--- config.mk ---
export PLATFORM = sky130hd
export DESIGN_NAME = distance_error_speed_profile
export DESIGN_NICKNAME = d
export VERILOG_FILES = /design/src/design/desp_pkg.sv /design/src/design/distance_error_speed_profile.sv
export SDC_FILE = /design/constraint.sdc
export NUM_CORES = 1
export LEC_CHECK = 0
export BUFFER_PORTS_ARGS = -buffer_cell sky130_fd_sc_hd__buf_2
export CORE_AREA = 2 2 207 260
export DETAILED_ROUTE_END_ITERATION = 6
export DIE_AREA = 0 0 209 262
export GPL_ROUTABILITY_DRIVEN = 0
export GPL_TIMING_DRIVEN = 0
export HOLD_SLACK_MARGIN = 0.06
export PLACE_DENSITY = 0.74
export SYNTH_ARGS = -nofsm -noshare
export SYNTH_HDL_FRONTEND = slang
export SYNTH_SLANG_ARGS = --single-unit
--- constraint.sdc ---
create_clock -name clk_i -period 11.9 [get_ports clk_i]
set_input_delay 0 -clock clk_i [delete_from_list [all_inputs] [get_ports clk_i]]
set_output_delay 0 -clock clk_i [all_outputs]
set_load 0.01 [all_outputs]
--- src/design/desp_pkg.sv ---
// Package for the distance-error speed profile: widths, register indexes and
// pipeline geometry. No dependencies.
`default_nettype none

package desp_pkg;

  localparam int ErrW   = 32;
  localparam int BandW  = 24;
  localparam int SpeedW = 7;
  localparam int OutW   = 8;
  localparam int ProdW  = BandW + SpeedW;
  localparam int DivBits = 7;          // quotient < max - min <= 100
  localparam int IdxW   = 2;
  localparam int NumStg = DivBits + 3; // front, multiply, divide steps, output

  localparam logic [SpeedW-1:0] PctLimit = SpeedW'(100);

  typedef enum logic [IdxW-1:0] {
    RegMinSpeed = 2'd0,
    RegMaxSpeed = 2'd1,
    RegSlowBand = 2'd2
  } reg_idx_e;

  // front stage: sign, zero flag, magnitude
  typedef struct packed {
    logic            neg;
    logic            zero;
    logic [ErrW-1:0] mag;
  } front_t;

  // divide stages: partial remainder and quotient bits so far
  typedef struct packed {
    logic               neg;
    logic               zero;
    logic               sat;
    logic [ProdW-1:0]   rem;
    logic [DivBits-1:0] quo;
  } div_t;

  function automatic logic [SpeedW-1:0] sat_pct(logic [SpeedW-1:0] v);
    return (v > PctLimit) ? PctLimit : v;
  endfunction

endpackage

`default_nettype wire

--- src/design/distance_error_speed_profile.sv ---
// Distance-error speed profile: linear deceleration ramp, fully pipelined.
// Depends on desp_pkg.
//
//  channel   dir  fields (lsb first)             handshake
//  s_axis    in   tdata[31:0] error_mm           tvalid/tready
//  m_axis    out  tdata[7:0]  speed_pct          tvalid/tready
//  cfg       in   idx 0 min, 1 max, 2 band       cfg_we_i, no wait
//
// Ten register stages: magnitude, compare and 24x7 multiply, seven restoring
// divide steps (one quotient bit each, set by the compare/subtract against
// the band), then offset, sign and clamp. One beat per cycle unless m_axis_tready stalls the pipe.
// Each stage loads when empty or when the next one moves, so bubbles close
// up and input is taken while a result waits. Reset empties the pipe and
// loads the register defaults.
`default_nettype none

module distance_error_speed_profile
  import desp_pkg::*;
(
  input  wire logic                clk_i,
  input  wire logic                rst_ni,
  input  wire logic                s_axis_tvalid,
  output logic                     s_axis_tready,
  input  wire logic [ErrW-1:0]     s_axis_tdata,   // [31:0] error_mm
  output logic                     m_axis_tvalid,
  input  wire logic                m_axis_tready,
  output logic [OutW-1:0]          m_axis_tdata,   // [7:0] speed_pct
  input  wire logic                cfg_we_i,
  input  wire logic [IdxW-1:0]     cfg_idx_i,
  input  wire logic [BandW-1:0]    cfg_wdata_i
);

  logic [SpeedW-1:0] min_speed_q, max_speed_q;
  logic [BandW-1:0]  slow_band_q;
  logic [SpeedW-1:0] lo, hi;

  logic [NumStg-1:0] v_q;
  logic [NumStg-1:0] rdy;

  front_t            front_q, front_d;
  div_t              mul_q, mul_d;
  div_t              div_q [DivBits];
  logic [OutW-1:0]   out_q, out_d;

  // ---------------- configuration
  always_ff @(posedge clk_i or negedge rst_ni) begin
    if (!rst_ni) begin
      min_speed_q <= SpeedW'(10);
      max_speed_q <= SpeedW'(100);
      slow_band_q <= BandW'(100);
    end else if (cfg_we_i) begin
      case (reg_idx_e'(cfg_idx_i))
        RegMinSpeed: min_speed_q <= cfg_wdata_i[SpeedW-1:0];
        RegMaxSpeed: max_speed_q <= cfg_wdata_i[SpeedW-1:0];
        RegSlowBand: slow_band_q <= cfg_wdata_i;
        default: ;
      endcase
    end
  end

  assign lo = sat_pct(min_speed_q);
  assign hi = sat_pct(max_speed_q);

  // ---------------- flow control
  always_comb begin
    rdy[NumStg-1] = !v_q[NumStg-1] || m_axis_tready;
    for (int k = NumStg - 2; k >= 0; k--) begin
      rdy[k] = !v_q[k] || rdy[k+1];
    end
  end

  assign s_axis_tready = rdy[0];
  assign m_axis_tvalid = v_q[NumStg-1];
  assign m_axis_tdata  = out_q;

  always_ff @(posedge clk_i or negedge rst_ni) begin
    if (!rst_ni) begin
      v_q <= '0;
    end else begin
      if (rdy[0]) v_q[0] <= s_axis_tvalid;
      for (int k = 1; k < NumStg; k++) begin
        if (rdy[k]) v_q[k] <= v_q[k-1];
      end
    end
  end

  // ---------------- stage 0: magnitude
  always_comb begin
    front_d.neg  = s_axis_tdata[ErrW-1];
    front_d.zero = (s_axis_tdata == '0);
    front_d.mag  = s_axis_tdata[ErrW-1] ? (ErrW'(0) - s_axis_tdata) : s_axis_tdata;
  end

  always_ff @(posedge clk_i) begin
    if (rdy[0]) front_q <= front_d;
  end

  // ---------------- stage 1: band compare and multiply
  always_comb begin
    mul_d.neg  = front_q.neg;
    mul_d.zero = front_q.zero;
    mul_d.sat  = (front_q.mag >= {{(ErrW-BandW){1'b0}}, slow_band_q}) || (lo > hi);
    mul_d.rem  = {{SpeedW{1'b0}}, front_q.mag[BandW-1:0]}
               * {{BandW{1'b0}}, hi - lo};
    mul_d.quo  = '0;
  end

  always_ff @(posedge clk_i) begin
    if (rdy[1]) mul_q <= mul_d;
  end

  // ---------------- stages 2..8: one quotient bit per stage, msb first
  for (genvar j = 0; j < DivBits; j++) begin : g_div
    localparam int Sh = DivBits - 1 - j;
    div_t             prev, nxt;
    logic [ProdW-1:0] dsr;

    assign prev = (j == 0) ? mul_q : div_q[(j == 0) ? 0 : j - 1];
    assign dsr  = ProdW'(slow_band_q) << Sh;

    always_comb begin
      nxt = prev;
      if (prev.rem >= dsr) begin
        nxt.rem     = prev.rem - dsr;
        nxt.quo[Sh] = 1'b1;
      end
    end

    always_ff @(posedge clk_i) begin
      if (rdy[j+2]) div_q[j] <= nxt;
    end
  end

  // ---------------- last stage: offset, clamp, sign
  always_comb begin
    logic [OutW-1:0] sp;
    div_t            d;
    d  = div_q[DivBits-1];
    sp = d.sat ? {1'b0, hi} : ({1'b0, lo} + {1'b0, d.quo});
    if (sp > {1'b0, hi}) sp = {1'b0, hi};
    if (d.zero)     out_d = '0;
    else if (d.neg) out_d = OutW'(0) - sp;
    else            out_d = sp;
  end

  always_ff @(posedge clk_i) begin
    if (rdy[NumStg-1]) out_q <= out_d;
  end

`ifndef SYNTH
  // a result never exceeds full speed either way
  a_out_range: assert property (@(posedge clk_i) disable iff (!rst_ni)
    m_axis_tvalid |-> ($signed(m_axis_tdata) <= 100 && $signed(m_axis_tdata) >= -100))
    else $error("speed out of range");

  // the input side only stalls when every stage is full behind a stalled result
  a_stall_cause: assert property (@(posedge clk_i) disable iff (!rst_ni)
    !s_axis_tready |-> (m_axis_tvalid && !m_axis_tready && (&v_q)))
    else $error("input stalled with room in the pipe");

  // after the last divide step the remainder is below the band
  a_div_rem: assert property (@(posedge clk_i) disable iff (!rst_ni)
    (v_q[NumStg-2] && !div_q[DivBits-1].sat && !div_q[DivBits-1].zero)
      |-> (div_q[DivBits-1].rem < ProdW'(slow_band_q)))
    else $error("divide remainder not reduced");
`endif

endmodule

`default_nettype wire
==> impl_metrics.env <==
export IMPL_setup_worst_path_end_class="flop"
export IMPL_synth_cell_type_count=79
export IMPL_outcome="finished with violations"
export IMPL_fin_skew_ps=30.36
export IMPL_grt_pass1_vias=23976
export IMPL_cts_root_buf="clkbuf_16"
export IMPL_utilization_pct=61.32
export IMPL_synth_top_cell_area_share_pct=32.85
export IMPL_drt_first_pass_iters=5
export IMPL_crit_path_top_delay_cell="dfstp_2"
export IMPL_finalSetupTns_ps=0
export IMPL_fp_row_count=94
export IMPL_setup_violations=0
export IMPL_cts_sinks=359
export IMPL_rsz0062_at_grt="no"
export IMPL_cts_repair_resized=0
export IMPL_antenna_found_initial=2
export IMPL_drcViolationCount=0
export IMPL_yosysTopAreaCell="edfxtp_1"
export IMPL_wirelength_um=77440
export IMPL_cp_max_fo=10
export IMPL_wire_per_inst_um=20.39
export IMPL_via_count=23345
export IMPL_max_freq_mhz=109.7
export IMPL_grt_use_total_pct=28.44
export IMPL_syn_area_per_cell_um2=9.885
export IMPL_n_fill_cell=4049
export IMPL_path_clk_slew_ps=60
export IMPL_r2r_start="max_speed_q[5]"
export IMPL_slowest_delay_ps=630
export IMPL_fin_crit_ps=9119
export IMPL_critPathLaunch="max_speed_q[5]"
export IMPL_cts_tree="done"
export IMPL_critical_path_required_ps=12260
export IMPL_cp_start_kind="flop"
export IMPL_seq_area_frac_synth_pct=37.11
export IMPL_ant_nets=0
export IMPL_synth_top_flop_cell="edfxtp_1"
export IMPL_nNetsFinal=3536
export IMPL_synth_seq_cells=359
export IMPL_die_x_um=209
export IMPL_fin_area_mm2=0.03209
export IMPL_placed_cell_area_mm2=0.02973
export IMPL_htree_levels=2
export IMPL_synth_edf_count=311
export IMPL_hp_class="input port to asynchronous set/reset pin"
export IMPL_drt_iter0_drc=1730
export IMPL_maxCapViolCount=1
export IMPL_synth_area_leaders="edfxtp_1, ha_1, fa_1"
export IMPL_ys_async_sr_fraction_pct=13.37
export IMPL_slew_violations=0
export IMPL_clockBufferDepth=3
export IMPL_violations="max-capacitance violations"
export IMPL_core_area_mm2=0.05234
export IMPL_cts_buffers=40
export IMPL_hold_worst_slack_ps=152.6
export IMPL_io_buffers=72
export IMPL_hold_viol_final=0
export IMPL_yosys_warnings=0
export IMPL_vias_per_cell=6.147
export IMPL_syn_cell_area_mm2=0.02843
export IMPL_dieArea_mm2=0.05476
export IMPL_grt_pass1_wl_um=122000
export IMPL_postSynthCellCount=2876
export IMPL_die_h_um=262
export IMPL_synth_fp_nets=3320
export IMPL_ioPinCount=73
export IMPL_grt_remaining_overflow=0
export IMPL_start_util_pct=54.32
export IMPL_post_cts_setup_buffer_count=0
export IMPL_worstMarginPinSlew_ps=1437
export IMPL_path_class="flop to flop"
export IMPL_grt_max_degree=49
export IMPL_area_delta_synth_final_pct=12.88
export IMPL_cp_arrival_ps=9480
export IMPL_slew_headroom_pct=1.693
export IMPL_dp_final_hpwl_um=57360
export IMPL_finalCritPeriodShare_pct=76.63
export IMPL_drive_gt1_share_pct=7.875
export IMPL_insertion_delay_ps=590
-- through the flow --
stage | instances | setup slack, ps
2_1_floorplan | 2876 | 4531
3_5_place_dp | 3624 | 3006
6_report | 3798 | 2781
4_1_cts | 3795 | 2940
3_3_place_gp | 3620 | 3281
5_1_grt | 3796 | 2431
-- registers in the layout, indices dropped and copies added (netlist names) --
register      count
div_q           235
front_q          34
g_div.prev       31
slow_band_q      24
v_q              10
m_axis_tdata      8
max_speed_q       7
min_speed_q       7
g_div.nxt         3
-- final timing paths --
check                                    end  slack [ps]  depth (start not counted)
max                        g_div[0].prev[36]        2780                         32
min                          slow_band_q[10]         150                          2
max reg2reg                g_div[0].prev[36]        2780                         32
min reg2reg                     div_q[5][40]         410                          0
max in group asynchronous    slow_band_q[14]       11080                          2
min in group clk_i                    v_q[0]         160                          3
-- routing by layer --
layer | vias up | wire length [µm] | GRT usage (%)
li1 | 10696 | - | -
met1 | 11334 | 27340 | 29.19
met2 | 1007 | 39290 | 52.39
met3 | 306 | 5559 | 6.059
met4 | 2 | 5232 | 18.97
met5 | - | 13 | 0
-- cells by family (layout without fill, tap and decap cells) --
logic type      Yosys count  after routing  synth area share, %
simple gates            848            848                14.89
compound gates          699            699                15.50
fa+ha+maj               381            381                19.86
flops                   359            359                37.11
buf+inv                 344            592                4.555
xor+xnor                177            177                5.453
mux                      68             68                2.632
other cells               0              2                    0
-- cell usage after synthesis, types with 8 or more instances --
library cell / number
a211oi_1: 20
a21boi_0: 16
a21o_1: 78
a21oi_1: 188
a31oi_1: 19
and2_1: 93
and3_1: 22
clkbuf_1: 60
dfrtp_1: 40
dfstp_2: 8
edfxtp_1: 311
fa_1: 117
ha_1: 264
inv_1: 277
mux2_2: 54
mux2i_1: 14
nand2_1: 244
nand2b_1: 62
nand3_1: 41
nand4_1: 26
nor2_1: 179
nor2b_1: 34
nor3_1: 51
nor4_1: 16
o211ai_1: 16
o21a_1: 39
o21ai_0: 185
o21bai_1: 18
o31ai_1: 38
or2_2: 19
or3_1: 21
xnor2_1: 121
xor2_1: 56
-- critical path: cells and delay by family (launching register included) --
kind | cells | cell delay (ps)
adder cells (fa/ha/maj) | 7 | 3070
AND/OR/NAND/NOR | 9 | 1450
XOR/XNOR | 1 | 300
buffers and inverters | 6 | 890
AO/OA/AOI/OAI | 9 | 2550
flip-flops | 1 | 630
-- timing repair --
item | 4_1_cts | 5_1_grt
endpoints found under the setup margin | 0 | 0
hold endpoints to repair | 122 | 0
hold buffers | 97 | 0
-- layout make-up --
| cell class | count | area, µm² | share of cell area, % |
|---|---|---|---|
| well taps | 672 | 840.8 | 2.620 |
| flip-flops and latches | 359 | 10550 | 32.87 |
| multi-input cells | 2173 | 16600 | 51.73 |
| clock buffers | 50 | 1105 | 3.443 |
| repair buffers | 174 | 1436 | 4.476 |
| plain buffers | 66 | 251.5 | 0.7837 |
| clock inverters | 24 | 260.3 | 0.8109 |
| diodes | 2 | 5.005 | 0.01560 |
| inverters | 278 | 1044 | 3.252 |
-- placed cells by master (no fill, tap or decap), types with 8 or more instances in the layout --
cell and n:
o211ai_1 16, xnor2_1 121, xor2_1 56, nand2_1 242, o31ai_1 38, clkbuf_1 65
a21boi_0 16, inv_1 276, a211oi_1 20, mux2i_1 14, nand4_1 26, o21bai_1 18
and2_1 93, o21a_1 39, clkbuf_16 42, a21oi_1 188, buf_2 75, or3_1 21
nand2b_1 62, fa_1 117, or2_2 19, o21ai_0 185, a31oi_1 19, dfrtp_1 40
dfstp_2 8, clkinv_2 9, ha_1 264, and3_1 22, nor3_1 51, nor2b_1 34
a21o_1 78, dlygate4sd3_1 97, nor4_1 16, mux2_2 54, edfxtp_1 311, nand3_1 39
nor2_1 179
Power is not shown: default switching activity piles up to over one toggle a cycle in this logic, so the estimate is an artifact.
